File: config.mk
export PLATFORM = sky130hd
export DESIGN_NAME = lcd_nibble_bus_sequencer_flat
export DESIGN_NICKNAME = d
export VERILOG_FILES = /design/src/design/lcdn_pkg.sv /design/src/design/lcdn_if.sv /design/src/design/lcdn_bcd.sv /design/src/design/lcdn_pin_gen.sv /design/src/design/lcdn_seq.sv /design/src/design/lcd_nibble_bus_sequencer.sv /design/src/flat_wrapper.sv
export SDC_FILE = /design/constraint.sdc
export NUM_CORES = 1
export LEC_CHECK = 0
export BUFFER_PORTS_ARGS = -buffer_cell sky130_fd_sc_hd__buf_4
export CELL_PAD_IN_SITES_DETAIL_PLACEMENT = 2
export CELL_PAD_IN_SITES_GLOBAL_PLACEMENT = 2
export CORE_UTILIZATION = 35
export CTS_BUF_LIST = sky130_fd_sc_hd__clkbuf_16
export DETAILED_ROUTE_END_ITERATION = 12
export PLACE_DENSITY_LB_ADDON = 0.1
export RECOVER_POWER = 100
export SLEW_MARGIN = 5
export SYNTH_ARGS = -nofsm -noshare
export SYNTH_HDL_FRONTEND = slang
export SYNTH_HIERARCHICAL = 1
export SYNTH_SLANG_ARGS = --single-unit
File: constraint.sdc
create_clock -name clk -period 3.5 [get_ports clk]
set_input_delay 0.175 -clock clk [delete_from_list [all_inputs] [get_ports clk]]
set_output_delay 0.175 -clock clk [all_outputs]
set_load 0.01 [all_outputs]
File: src/design/lcdn_pkg.sv
// Shared types, constants and the control program of the LCD nibble bus sequencer.
package lcdn_pkg;

    localparam int PC_W    = 5;
    localparam int MAG_W   = 18;
    localparam int DIGITS  = 6;
    localparam int BCD_W   = 4 * DIGITS;
    localparam int PHASE_W = 3;

    localparam logic [2:0] REQ_CMD  = 3'd0;
    localparam logic [2:0] REQ_DATA = 3'd1;
    localparam logic [2:0] REQ_INIT = 3'd2;
    localparam logic [2:0] REQ_NUM5 = 3'd3;
    localparam logic [2:0] REQ_NUM2 = 3'd4;

    localparam logic [9:0] HOLD_NONE_MS  = 10'd0;
    localparam logic [9:0] HOLD_STEP_MS  = 10'd1;
    localparam logic [9:0] HOLD_SHORT_MS = 10'd5;
    localparam logic [9:0] HOLD_LONG_MS  = 10'd20;
    localparam logic [9:0] HOLD_POWER_MS = 10'd1000;

    localparam logic [7:0] ASCII_ZERO  = 8'h30;
    localparam logic [7:0] ASCII_MINUS = 8'h2D;

    localparam logic [PHASE_W-1:0] PHASE_TAIL = 3'd4;

    // Entry points of the program
    localparam logic [PC_W-1:0] PC_CMD  = 5'd0;
    localparam logic [PC_W-1:0] PC_DATA = 5'd1;
    localparam logic [PC_W-1:0] PC_INIT = 5'd2;
    localparam logic [PC_W-1:0] PC_NUM5 = 5'd11;
    localparam logic [PC_W-1:0] PC_NUM2 = 5'd19;

    typedef enum logic [2:0] {
        OP_BYTE,
        OP_PAUSE,
        OP_CONV,
        OP_JPOS,
        OP_END
    } op_t;

    typedef enum logic [1:0] {
        SRC_CONST,
        SRC_INPUT,
        SRC_DIGIT
    } src_t;

    typedef struct packed {
        op_t        op;
        src_t       src;
        logic       rs;
        logic [7:0] arg;
        logic [9:0] hold;
        logic       last;
    } ctrl_word_t;

    typedef struct packed {
        logic       pause;
        logic       rs;
        logic [7:0] value;
        logic [9:0] tail;
        logic       last;
    } pin_cmd_t;

    function automatic ctrl_word_t mk_word(input op_t op, input src_t src, input logic rs,
                                           input logic [7:0] arg, input logic [9:0] hold,
                                           input logic last);
        ctrl_word_t w;
        w.op   = op;
        w.src  = src;
        w.rs   = rs;
        w.arg  = arg;
        w.hold = hold;
        w.last = last;
        return w;
    endfunction

    function automatic ctrl_word_t ucode_word(input logic [PC_W-1:0] addr);
        ctrl_word_t w;
        case (addr)
            5'd0:  w = mk_word(OP_BYTE,  SRC_INPUT, 1'b0, 8'h00, HOLD_NONE_MS, 1'b1);
            5'd1:  w = mk_word(OP_BYTE,  SRC_INPUT, 1'b1, 8'h00, HOLD_NONE_MS, 1'b1);
            5'd2:  w = mk_word(OP_PAUSE, SRC_CONST, 1'b0, 8'h00, HOLD_POWER_MS, 1'b0);
            5'd3:  w = mk_word(OP_PAUSE, SRC_CONST, 1'b0, 8'h00, HOLD_POWER_MS, 1'b0);
            5'd4:  w = mk_word(OP_BYTE,  SRC_CONST, 1'b0, 8'h03, HOLD_SHORT_MS, 1'b0);
            5'd5:  w = mk_word(OP_BYTE,  SRC_CONST, 1'b0, 8'h03, HOLD_SHORT_MS, 1'b0);
            5'd6:  w = mk_word(OP_BYTE,  SRC_CONST, 1'b0, 8'h03, HOLD_SHORT_MS, 1'b0);
            5'd7:  w = mk_word(OP_BYTE,  SRC_CONST, 1'b0, 8'h02, HOLD_LONG_MS, 1'b0);
            5'd8:  w = mk_word(OP_BYTE,  SRC_CONST, 1'b0, 8'h0F, HOLD_LONG_MS, 1'b0);
            5'd9:  w = mk_word(OP_BYTE,  SRC_CONST, 1'b0, 8'h01, HOLD_LONG_MS, 1'b0);
            5'd10: w = mk_word(OP_BYTE,  SRC_CONST, 1'b0, 8'h06, HOLD_LONG_MS, 1'b1);
            5'd11: w = mk_word(OP_CONV,  SRC_CONST, 1'b0, 8'h00, HOLD_NONE_MS, 1'b0);
            5'd12: w = mk_word(OP_JPOS,  SRC_CONST, 1'b0, 8'd14, HOLD_NONE_MS, 1'b0);
            5'd13: w = mk_word(OP_BYTE,  SRC_CONST, 1'b1, ASCII_MINUS, HOLD_NONE_MS, 1'b0);
            5'd14: w = mk_word(OP_BYTE,  SRC_DIGIT, 1'b1, 8'd4, HOLD_NONE_MS, 1'b0);
            5'd15: w = mk_word(OP_BYTE,  SRC_DIGIT, 1'b1, 8'd3, HOLD_NONE_MS, 1'b0);
            5'd16: w = mk_word(OP_BYTE,  SRC_DIGIT, 1'b1, 8'd2, HOLD_NONE_MS, 1'b0);
            5'd17: w = mk_word(OP_BYTE,  SRC_DIGIT, 1'b1, 8'd1, HOLD_NONE_MS, 1'b0);
            5'd18: w = mk_word(OP_BYTE,  SRC_DIGIT, 1'b1, 8'd0, HOLD_NONE_MS, 1'b1);
            5'd19: w = mk_word(OP_CONV,  SRC_CONST, 1'b0, 8'h00, HOLD_NONE_MS, 1'b0);
            5'd20: w = mk_word(OP_JPOS,  SRC_CONST, 1'b0, 8'd22, HOLD_NONE_MS, 1'b0);
            5'd21: w = mk_word(OP_BYTE,  SRC_CONST, 1'b1, ASCII_MINUS, HOLD_NONE_MS, 1'b0);
            5'd22: w = mk_word(OP_BYTE,  SRC_DIGIT, 1'b1, 8'd1, HOLD_NONE_MS, 1'b0);
            5'd23: w = mk_word(OP_BYTE,  SRC_DIGIT, 1'b1, 8'd0, HOLD_NONE_MS, 1'b1);
            default: w = mk_word(OP_END, SRC_CONST, 1'b0, 8'h00, HOLD_NONE_MS, 1'b1);
        endcase
        return w;
    endfunction

    function automatic logic [PC_W-1:0] entry_pc(input logic [2:0] kind);
        logic [PC_W-1:0] pc;
        case (kind)
            REQ_CMD:  pc = PC_CMD;
            REQ_DATA: pc = PC_DATA;
            REQ_INIT: pc = PC_INIT;
            REQ_NUM5: pc = PC_NUM5;
            REQ_NUM2: pc = PC_NUM2;
            default:  pc = PC_CMD;
        endcase
        return pc;
    endfunction

endpackage

File: src/design/lcdn_if.sv
// Handshake interfaces for the request and pin event channels.
interface lcdn_req_if;
    logic               valid;
    logic               ready;
    logic [2:0]         req_type;
    logic [7:0]         byte_value;
    logic signed [17:0] number_value;

    modport source (output valid, output req_type, output byte_value,
                    output number_value, input ready);
    modport sink   (input valid, input req_type, input byte_value,
                    input number_value, output ready);
endinterface

interface lcdn_evt_if;
    logic       valid;
    logic       ready;
    logic       reg_select;
    logic [3:0] data_nibble;
    logic       enable_level;
    logic [9:0] hold_ms;
    logic       last;

    modport source (output valid, output reg_select, output data_nibble,
                    output enable_level, output hold_ms, output last, input ready);
    modport sink   (input valid, input reg_select, input data_nibble,
                    input enable_level, input hold_ms, input last, output ready);
endinterface

File: src/design/lcdn_bcd.sv
// Bit-serial binary to BCD converter (shift and add three), one bit per cycle.
module lcdn_bcd (
    input  logic                        clk,
    input  logic                        rst_n,
    input  logic                        start,
    input  logic [lcdn_pkg::MAG_W-1:0]  mag,
    output logic                        busy,
    output logic [lcdn_pkg::BCD_W-1:0]  digits
);
    import lcdn_pkg::*;

    localparam int CNT_W = $clog2(MAG_W + 1);

    logic             busy_reg, busy_next;
    logic [CNT_W-1:0] count_reg, count_next;
    logic [MAG_W-1:0] bin_reg, bin_next;
    logic [BCD_W-1:0] bcd_reg, bcd_next;
    logic [BCD_W-1:0] adj;

    always_comb
    begin
        for (int i = 0; i < DIGITS; i++)
        begin
            adj[4*i +: 4] = (bcd_reg[4*i +: 4] >= 4'd5) ? bcd_reg[4*i +: 4] + 4'd3
                                                         : bcd_reg[4*i +: 4];
        end
        busy_next  = busy_reg;
        count_next = count_reg;
        bin_next   = bin_reg;
        bcd_next   = bcd_reg;
        if (start)
        begin
            busy_next  = 1'b1;
            count_next = CNT_W'(MAG_W);
            bin_next   = mag;
            bcd_next   = '0;
        end
        else if (busy_reg)
        begin
            bcd_next   = {adj[BCD_W-2:0], bin_reg[MAG_W-1]};
            bin_next   = {bin_reg[MAG_W-2:0], 1'b0};
            count_next = count_reg - CNT_W'(1);
            if (count_reg == CNT_W'(1))
            begin
                busy_next = 1'b0;
            end
        end
    end

    always_ff @(posedge clk or negedge rst_n)
    begin
        if (!rst_n)
        begin
            busy_reg  <= 1'b0;
            count_reg <= '0;
        end
        else
        begin
            busy_reg  <= busy_next;
            count_reg <= count_next;
        end
    end

    always_ff @(posedge clk)
    begin
        bin_reg <= bin_next;
        bcd_reg <= bcd_next;
    end

    assign busy   = busy_reg;
    assign digits = bcd_reg;

endmodule

File: src/design/lcdn_pin_gen.sv
// Expands one byte or pause command into pin events behind an output register.
module lcdn_pin_gen (
    input  logic               clk,
    input  logic               rst_n,
    input  logic               cmd_valid,
    output logic               cmd_ready,
    input  lcdn_pkg::pin_cmd_t cmd,
    output logic               evt_valid,
    input  logic               evt_ready,
    output logic               reg_select,
    output logic [3:0]         data_nibble,
    output logic               enable_level,
    output logic [9:0]         hold_ms,
    output logic               last
);
    import lcdn_pkg::*;

    logic               active_reg, active_next;
    logic [PHASE_W-1:0] phase_reg, phase_next;
    pin_cmd_t           cmd_reg, cmd_next;
    logic               valid_reg, valid_next;
    logic               rs_reg, rs_next;
    logic [3:0]         nib_reg, nib_next;
    logic               en_reg, en_next;
    logic [9:0]         hold_reg, hold_next;
    logic               last_reg, last_next;
    logic               final_event;

    assign cmd_ready   = !active_reg;
    assign final_event = cmd_reg.pause || (phase_reg == PHASE_TAIL);

    always_comb
    begin
        active_next = active_reg;
        phase_next  = phase_reg;
        cmd_next    = cmd_reg;
        valid_next  = valid_reg;
        rs_next     = rs_reg;
        nib_next    = nib_reg;
        en_next     = en_reg;
        hold_next   = hold_reg;
        last_next   = last_reg;

        if (valid_reg && evt_ready)
        begin
            valid_next = 1'b0;
        end

        if (!active_reg)
        begin
            if (cmd_valid)
            begin
                active_next = 1'b1;
                cmd_next    = cmd;
                phase_next  = '0;
            end
        end
        else if (!valid_reg || evt_ready)
        begin
            valid_next = 1'b1;
            last_next  = final_event && cmd_reg.last;
            if (cmd_reg.pause)
            begin
                rs_next   = 1'b0;
                nib_next  = 4'h0;
                en_next   = 1'b0;
                hold_next = cmd_reg.tail;
            end
            else
            begin
                rs_next   = cmd_reg.rs;
                nib_next  = (phase_reg < PHASE_W'(2)) ? cmd_reg.value[7:4] : cmd_reg.value[3:0];
                en_next   = phase_reg[0];
                hold_next = (phase_reg == PHASE_TAIL) ? cmd_reg.tail : HOLD_STEP_MS;
            end
            if (final_event)
            begin
                active_next = 1'b0;
            end
            else
            begin
                phase_next = phase_reg + PHASE_W'(1);
            end
        end
    end

    always_ff @(posedge clk or negedge rst_n)
    begin
        if (!rst_n)
        begin
            active_reg <= 1'b0;
            phase_reg  <= '0;
            valid_reg  <= 1'b0;
        end
        else
        begin
            active_reg <= active_next;
            phase_reg  <= phase_next;
            valid_reg  <= valid_next;
        end
    end

    always_ff @(posedge clk)
    begin
        cmd_reg  <= cmd_next;
        rs_reg   <= rs_next;
        nib_reg  <= nib_next;
        en_reg   <= en_next;
        hold_reg <= hold_next;
        last_reg <= last_next;
    end

    assign evt_valid    = valid_reg;
    assign reg_select   = rs_reg;
    assign data_nibble  = nib_reg;
    assign enable_level = en_reg;
    assign hold_ms      = hold_reg;
    assign last         = last_reg;

endmodule

File: src/design/lcdn_seq.sv
// Step counter and control program decode; issues pin commands and conversions.
module lcdn_seq (
    input  logic                        clk,
    input  logic                        rst_n,
    input  logic                        req_valid,
    output logic                        req_ready,
    input  logic [2:0]                  req_type,
    input  logic [7:0]                  byte_value,
    input  logic signed [17:0]          number_value,
    output logic                        conv_start,
    output logic [lcdn_pkg::MAG_W-1:0]  conv_mag,
    input  logic                        conv_busy,
    input  logic [lcdn_pkg::BCD_W-1:0]  digits,
    output logic                        cmd_valid,
    input  logic                        cmd_ready,
    output lcdn_pkg::pin_cmd_t          cmd
);
    import lcdn_pkg::*;

    logic             busy_reg, busy_next;
    logic [PC_W-1:0]  pc_reg, pc_next;
    logic             conv_go_reg, conv_go_next;
    logic [7:0]       byte_reg, byte_next;
    logic             neg_reg, neg_next;
    logic [MAG_W-1:0] mag_reg, mag_next;
    ctrl_word_t       word;
    logic [7:0]       src_byte;
    logic [3:0]       digit;

    assign word  = ucode_word(pc_reg);
    assign digit = digits[{word.arg[2:0], 2'b00} +: 4];

    always_comb
    begin
        case (word.src)
            SRC_CONST: src_byte = word.arg;
            SRC_INPUT: src_byte = byte_reg;
            SRC_DIGIT: src_byte = ASCII_ZERO | {4'h0, digit};
            default:   src_byte = word.arg;
        endcase
    end

    always_comb
    begin
        cmd.pause = (word.op == OP_PAUSE);
        cmd.rs    = word.rs;
        cmd.value = src_byte;
        cmd.tail  = word.hold;
        cmd.last  = word.last;
    end

    always_comb
    begin
        busy_next    = busy_reg;
        pc_next      = pc_reg;
        conv_go_next = conv_go_reg;
        byte_next    = byte_reg;
        neg_next     = neg_reg;
        mag_next     = mag_reg;
        cmd_valid    = 1'b0;
        conv_start   = 1'b0;
        req_ready    = !busy_reg;

        if (!busy_reg)
        begin
            if (req_valid)
            begin
                byte_next = byte_value;
                neg_next  = number_value[17];
                mag_next  = number_value[17] ? $unsigned(-number_value)
                                             : $unsigned(number_value);
                // Unknown request kinds are taken and dropped.
                if (req_type <= REQ_NUM2)
                begin
                    busy_next = 1'b1;
                    pc_next   = entry_pc(req_type);
                end
            end
        end
        else
        begin
            case (word.op)
                OP_BYTE, OP_PAUSE:
                begin
                    cmd_valid = 1'b1;
                    if (cmd_ready)
                    begin
                        if (word.last)
                        begin
                            busy_next = 1'b0;
                        end
                        else
                        begin
                            pc_next = pc_reg + PC_W'(1);
                        end
                    end
                end
                OP_CONV:
                begin
                    if (!conv_go_reg)
                    begin
                        conv_start   = 1'b1;
                        conv_go_next = 1'b1;
                    end
                    else if (!conv_busy)
                    begin
                        conv_go_next = 1'b0;
                        pc_next      = pc_reg + PC_W'(1);
                    end
                end
                OP_JPOS:
                begin
                    pc_next = neg_reg ? pc_reg + PC_W'(1) : word.arg[PC_W-1:0];
                end
                default:
                begin
                    busy_next = 1'b0;
                end
            endcase
        end
    end

    always_ff @(posedge clk or negedge rst_n)
    begin
        if (!rst_n)
        begin
            busy_reg    <= 1'b0;
            pc_reg      <= '0;
            conv_go_reg <= 1'b0;
        end
        else
        begin
            busy_reg    <= busy_next;
            pc_reg      <= pc_next;
            conv_go_reg <= conv_go_next;
        end
    end

    always_ff @(posedge clk)
    begin
        byte_reg <= byte_next;
        neg_reg  <= neg_next;
        mag_reg  <= mag_next;
    end

    assign conv_mag = mag_reg;

endmodule

File: src/design/lcd_nibble_bus_sequencer.sv
// Top level of the LCD nibble bus sequencer.
//
// The block turns requests for a character display on a 4-bit bus into a
// stream of pin events. Requests arrive on the req channel (a command byte,
// a data byte, the power-up initialisation, or a signed number printed as
// five or two ASCII digits); pin events leave on the evt channel, each
// carrying the RS level, the DB7..DB4 nibble, the E level and a hold time in
// milliseconds, with last marking the final event of a request.
//
// A short control program held in a constant table sequences each request.
// Every byte becomes five events, one per cycle while the receiver takes
// them; each byte is first handed to the event generator. Numbers first go
// through a bit-serial binary to BCD conversion and a sign test, then print
// up to six bytes. For a byte request, the step counter takes the request
// and hands the byte to the event generator, which then loads the first
// event into the output register.
//
// The next request is accepted once the final byte of the current one has
// been passed to the event generator. When the receiver stalls, the event
// in the output register holds and the program waits at its current step.
// Request kinds five to seven are taken and produce no transactions. Reset
// returns the step counter and the event generator to idle at once.
module lcd_nibble_bus_sequencer (
    input  logic        clk,
    input  logic        rst_n,
    lcdn_req_if.sink    req,
    lcdn_evt_if.source  evt
);
    import lcdn_pkg::*;

    logic             conv_start;
    logic [MAG_W-1:0] conv_mag;
    logic             conv_busy;
    logic [BCD_W-1:0] digits;
    logic             cmd_valid;
    logic             cmd_ready;
    pin_cmd_t         cmd;

    lcdn_seq u_seq (
        .clk          (clk),
        .rst_n        (rst_n),
        .req_valid    (req.valid),
        .req_ready    (req.ready),
        .req_type     (req.req_type),
        .byte_value   (req.byte_value),
        .number_value (req.number_value),
        .conv_start   (conv_start),
        .conv_mag     (conv_mag),
        .conv_busy    (conv_busy),
        .digits       (digits),
        .cmd_valid    (cmd_valid),
        .cmd_ready    (cmd_ready),
        .cmd          (cmd)
    );

    // Digit conversion for the number requests.
    lcdn_bcd u_bcd (
        .clk    (clk),
        .rst_n  (rst_n),
        .start  (conv_start),
        .mag    (conv_mag),
        .busy   (conv_busy),
        .digits (digits)
    );

    // Event expansion and the output register of the evt channel.
    lcdn_pin_gen u_pin_gen (
        .clk          (clk),
        .rst_n        (rst_n),
        .cmd_valid    (cmd_valid),
        .cmd_ready    (cmd_ready),
        .cmd          (cmd),
        .evt_valid    (evt.valid),
        .evt_ready    (evt.ready),
        .reg_select   (evt.reg_select),
        .data_nibble  (evt.data_nibble),
        .enable_level (evt.enable_level),
        .hold_ms      (evt.hold_ms),
        .last         (evt.last)
    );

endmodule

File: src/flat_wrapper.sv
// flat-port wrapper written by rule: the top's interface ports become plain ports
module lcd_nibble_bus_sequencer_flat import lcdn_pkg::*;
  (clk, rst_n, req_valid, req_req_type, req_byte_value, req_number_value, req_ready, evt_valid, evt_reg_select, evt_data_nibble, evt_enable_level, evt_hold_ms, evt_last, evt_ready);
  lcdn_req_if req_i ();
  lcdn_evt_if evt_i ();
  input  logic clk;
  input  logic rst_n;
  input wire logic [$bits(req_i.valid)-1:0] req_valid;
  input wire logic [$bits(req_i.req_type)-1:0] req_req_type;
  input wire logic [$bits(req_i.byte_value)-1:0] req_byte_value;
  input wire logic [$bits(req_i.number_value)-1:0] req_number_value;
  output wire logic [$bits(req_i.ready)-1:0] req_ready;
  output wire logic [$bits(evt_i.valid)-1:0] evt_valid;
  output wire logic [$bits(evt_i.reg_select)-1:0] evt_reg_select;
  output wire logic [$bits(evt_i.data_nibble)-1:0] evt_data_nibble;
  output wire logic [$bits(evt_i.enable_level)-1:0] evt_enable_level;
  output wire logic [$bits(evt_i.hold_ms)-1:0] evt_hold_ms;
  output wire logic [$bits(evt_i.last)-1:0] evt_last;
  input wire logic [$bits(evt_i.ready)-1:0] evt_ready;
  assign req_i.valid = req_valid;
  assign req_i.req_type = req_req_type;
  assign req_i.byte_value = req_byte_value;
  assign req_i.number_value = req_number_value;
  assign req_ready = req_i.ready;
  assign evt_valid = evt_i.valid;
  assign evt_reg_select = evt_i.reg_select;
  assign evt_data_nibble = evt_i.data_nibble;
  assign evt_enable_level = evt_i.enable_level;
  assign evt_hold_ms = evt_i.hold_ms;
  assign evt_last = evt_i.last;
  assign evt_i.ready = evt_ready;
  lcd_nibble_bus_sequencer u_core (.clk(clk), .rst_n(rst_n), .req(req_i), .evt(evt_i));
endmodule
==> flow_metrics.py <==
metrics = {
    "worst_setup_path": {
        "rr_startpoint": "u_core/u_seq/pc_reg[4]",
        "cp-start-kind": "flop",
        "cp_data_required_time_ns": 3.78,
        "end_kind": "flop",
        "cp_data_arrival_time_ns": 3.41,
        "startpoint": "u_core/u_seq/pc_reg[4]",
        "crit_path_max_fanout": 13,
        "path_class": "flop to flop",
    },
    "grt": {
        "gr-usage-met1": 0.2201,
        "grt_usage": 0.1838,
        "top_usage_layer": "met2",
        "grt_pass1_vias": 5181,
        "use_met2": 0.3216,
        "grt.met3_usage": 0.03820,
        "antenna_found_initial": 0,
        "grt_pass1_wl_um": 27860,
        "overflow": 0,
        "grt_start_max_net_pins": 58,
    },
    "synth": {
        "ys_top_cells_by_area": "edfxtp_1, dfxtp_1, dfrtp_1",
        "synth_ff_type": "edfxtp_1",
        "ys_types": 76,
        "seq_area_frac_synth": 0.5145,
        "yosys-top-cells-count": "edfxtp_1, inv_1, a21oi_1",
        "syn_nets": 653,
        "syn_avg_cell_area_um2": 11.20,
        "synth.largest_area_cell": "edfxtp_1",
        "synthArstFlopShare": 0.1440,
        "synth_seq_cells": 125,
        "synthesis.area_um2": 6654,
        "syn_inst": 594,
        "yosysWarnings": 6,
        "synth_edf_count": 83,
        "yosysTopAreaCellShare": 0.3746,
        "yosysMostFrequentCell": "edfxtp_1",
    },
    "route": {
        "wl_per_cell_um": 18.71,
        "drc": 0,
        "vias": 4796,
        "firstDrtPassIters": 4,
        "routed_wirelength_um": 16790,
        "postRouteAntennaNets": 0,
        "viasPerCell": 5.347,
        "dr.first_iter.drc_count": 184,
    },
    "clock_tree": {
        "insertion_delay_ns": 0.42,
        "cts.repair.resized": 0,
        "cts-htree-levels": 4,
        "clkTransAtPathRegs_ns": 0.06,
        "root_buffer": "clkbuf_16",
        "cts.sinks": 125,
        "cts_buffers": 17,
        "cts_tree": "built",
        "clockBufferDepth": 2,
        "post_cts_buffers": 0,
    },
    "cells_and_area": {
        "drive_above_1_share": 0.1614,
        "multi_input_area_um2": 2823,
        "diodes": 0,
        "largest_reg_flops": 24,
        "post-route-util": 0.4152,
        "nNetsFinal": 709,
        "n_fill_cell": 1958,
        "seqCellArea_um2": 3423,
        "syn_to_final_growth_pct": 16.34,
    },
    "sta": {
        "skew_ns": 0.009667,
        "fmax_ghz": 0.3191,
        "tns_ns": 0,
        "maxSlewHeadroom": -0.2540,
        "finalSetupViolCount": 0,
        "worst_slack_ns": 0.3666,
        "min_period_ns": 3.133,
        "period_share": 0.8953,
        "hold_violations": 0,
        "tightest_slew_ns": 1.881,
        "rsz0062_at_grt": "no",
        "drv_slew": 29,
    },
    "power_and_ir_drop": {
        "power_frac_comb": 0.393,
        "p_seq_frac": 0.372,
        "p_int_uw": 4579,
        "powerDensity_nw_per_um2": 964.6,
        "p_leak_uw": 0.002893,
        "pwr-share-clk": 0.235,
        "power_switching_uw": 2889,
        "swShare": 0.3868,
        "ir_drop_uv": 378.4,
    },
    "floorplanning": {
        "io_pins": 52,
        "die-area_um2": 19570,
        "die_y_um": 139.9,
        "core_um2": 18640,
        "floorplan.initialDensity": 0.3569,
        "die_w_um": 139.9,
        "rows": 50,
    },
    "placement": {
        "portBuffers": 51,
        "dp_slack_ns": 0.4714,
        "place_congestion": 0.8612,
        "hpwlAfterDp_um": 11840,
    },
    "min_path": {
        "hp-start": "req_number_value[16]",
        "hold_class": "input port to flop",
    },
    "run": {
        "timing.max_cap.violations": 1,
    },
    "outcome": {
        "violations": "max-capacitance violations, max-slew violations",
        "outcome": "finished with violations",
    },
}
==> critical path: stages, from the launching register on <==
cell      delay (ns)
dfrtp_1         0.57
and2b_1         0.32
or2_0           0.27
a32o_1          0.30
inv_1           0.06
ha_1            0.32
nand2b_1        0.30
a311oi_4        0.37
or3b_1          0.39
nand4_1         0.09
==> area by class of cell <==
type                            instances  area share
Clock inverter                         15     0.02069
Timing Repair Buffer                   71     0.05980
Clock buffer                           17     0.05495
Tap cell                              234     0.03782
Inverter                               41     0.01988
Sequential cell                       125      0.4422
Multi-Input combinational cell        394      0.3646
==> layout by cell type, fill, tap and decap left out, types with 5 or more instances in the layout <==
cell type and instances:
o21ai_1 10, nand2_1 36, nand2b_1 10, dfrtp_1 18, mux2i_1 10, o22ai_1 7
a21bo_2 5, dfxtp_1 24, clkbuf_16 17, dlygate4sd3_1 10, and2_0 12, nand3_1 10
clkbuf_4 8, a311oi_1 5, o21ai_0 29, clkbuf_1 24, nor2b_1 10, nand4_1 11
buf_4 27, o22a_2 5, a21oi_1 37, or3_1 14, o31ai_1 5, ha_1 26
nor3_1 7, mux2_2 20, nor2_1 28, edfxtp_1 83, inv_1 45, xnor2_1 20
o32ai_1 5
==> power by group through the flow <==
stage          Sequential [uW]  Combinational (uW)  Clock [uW]
6_report                  2770                2940        1760
5_1_grt                   2860                3290        1860
4_1_cts                   2790                3130        1800
3_5_place_dp              2800                3080           0
3_3_place_gp              2770                2920           0
2_1_floorplan             2610                2370           0
==> stage by stage <==
stage                     total power, uW  instance area [um2]  cells  hold slack [ns]
final                                7467                 7741    897          0.05928
after global routing                 8013                 7741    897          0.04669
after CTS                            7716                 7884    897          0.03911
after detailed placement             5877                 7198    855          0.07504
after global placement               5693                 7198    855          0.07218
after floorplan                      4987                 6654    594          -0.1206
==> kinds of logic after synthesis <==
logic type	count (synthesis)	share of synthesized area
buf+inv	75	0.05566
other cells	1	0.0005636
flops	125	0.5145
fa+ha+maj	26	0.04889
mux	32	0.05623
simple gates	169	0.1424
xor+xnor	21	0.02764
compound gates	145	0.1542
==> path summary, 6_finish.rpt <==
path,end,slack [ns],cells after the start
worst max-delay path,u_core/u_pin_gen/cmd_reg[12],0.37,9
worst min-delay path,u_core/u_seq/conv_mag[17],0.06,2
worst max register to register,u_core/u_pin_gen/cmd_reg[12],0.37,9
worst min register to register,u_core/u_bcd/digits[23],0.50,2
max in group asynchronous,u_core/u_seq/conv_go_reg,2.30,2
min in group asynchronous,u_core/u_seq/busy_reg,0.51,2
==> routing by layer <==
layer | up-vias | share of wire
met2 | 72 | 0.51
met5 | - | 0
li1 | 2295 | -
met1 | 2409 | 0.44
met4 | 0 | 0.019
met3 | 20 | 0.026
==> repair_timing <==
| item | 4_1_cts | 5_1_grt |
|---|---|---|
| hold endpoints to repair | 27 | 0 |
| endpoints found under the setup margin | 0 | 0 |
| hold buffers | 10 | 0 |
Power figures use the tool's default switching activity.
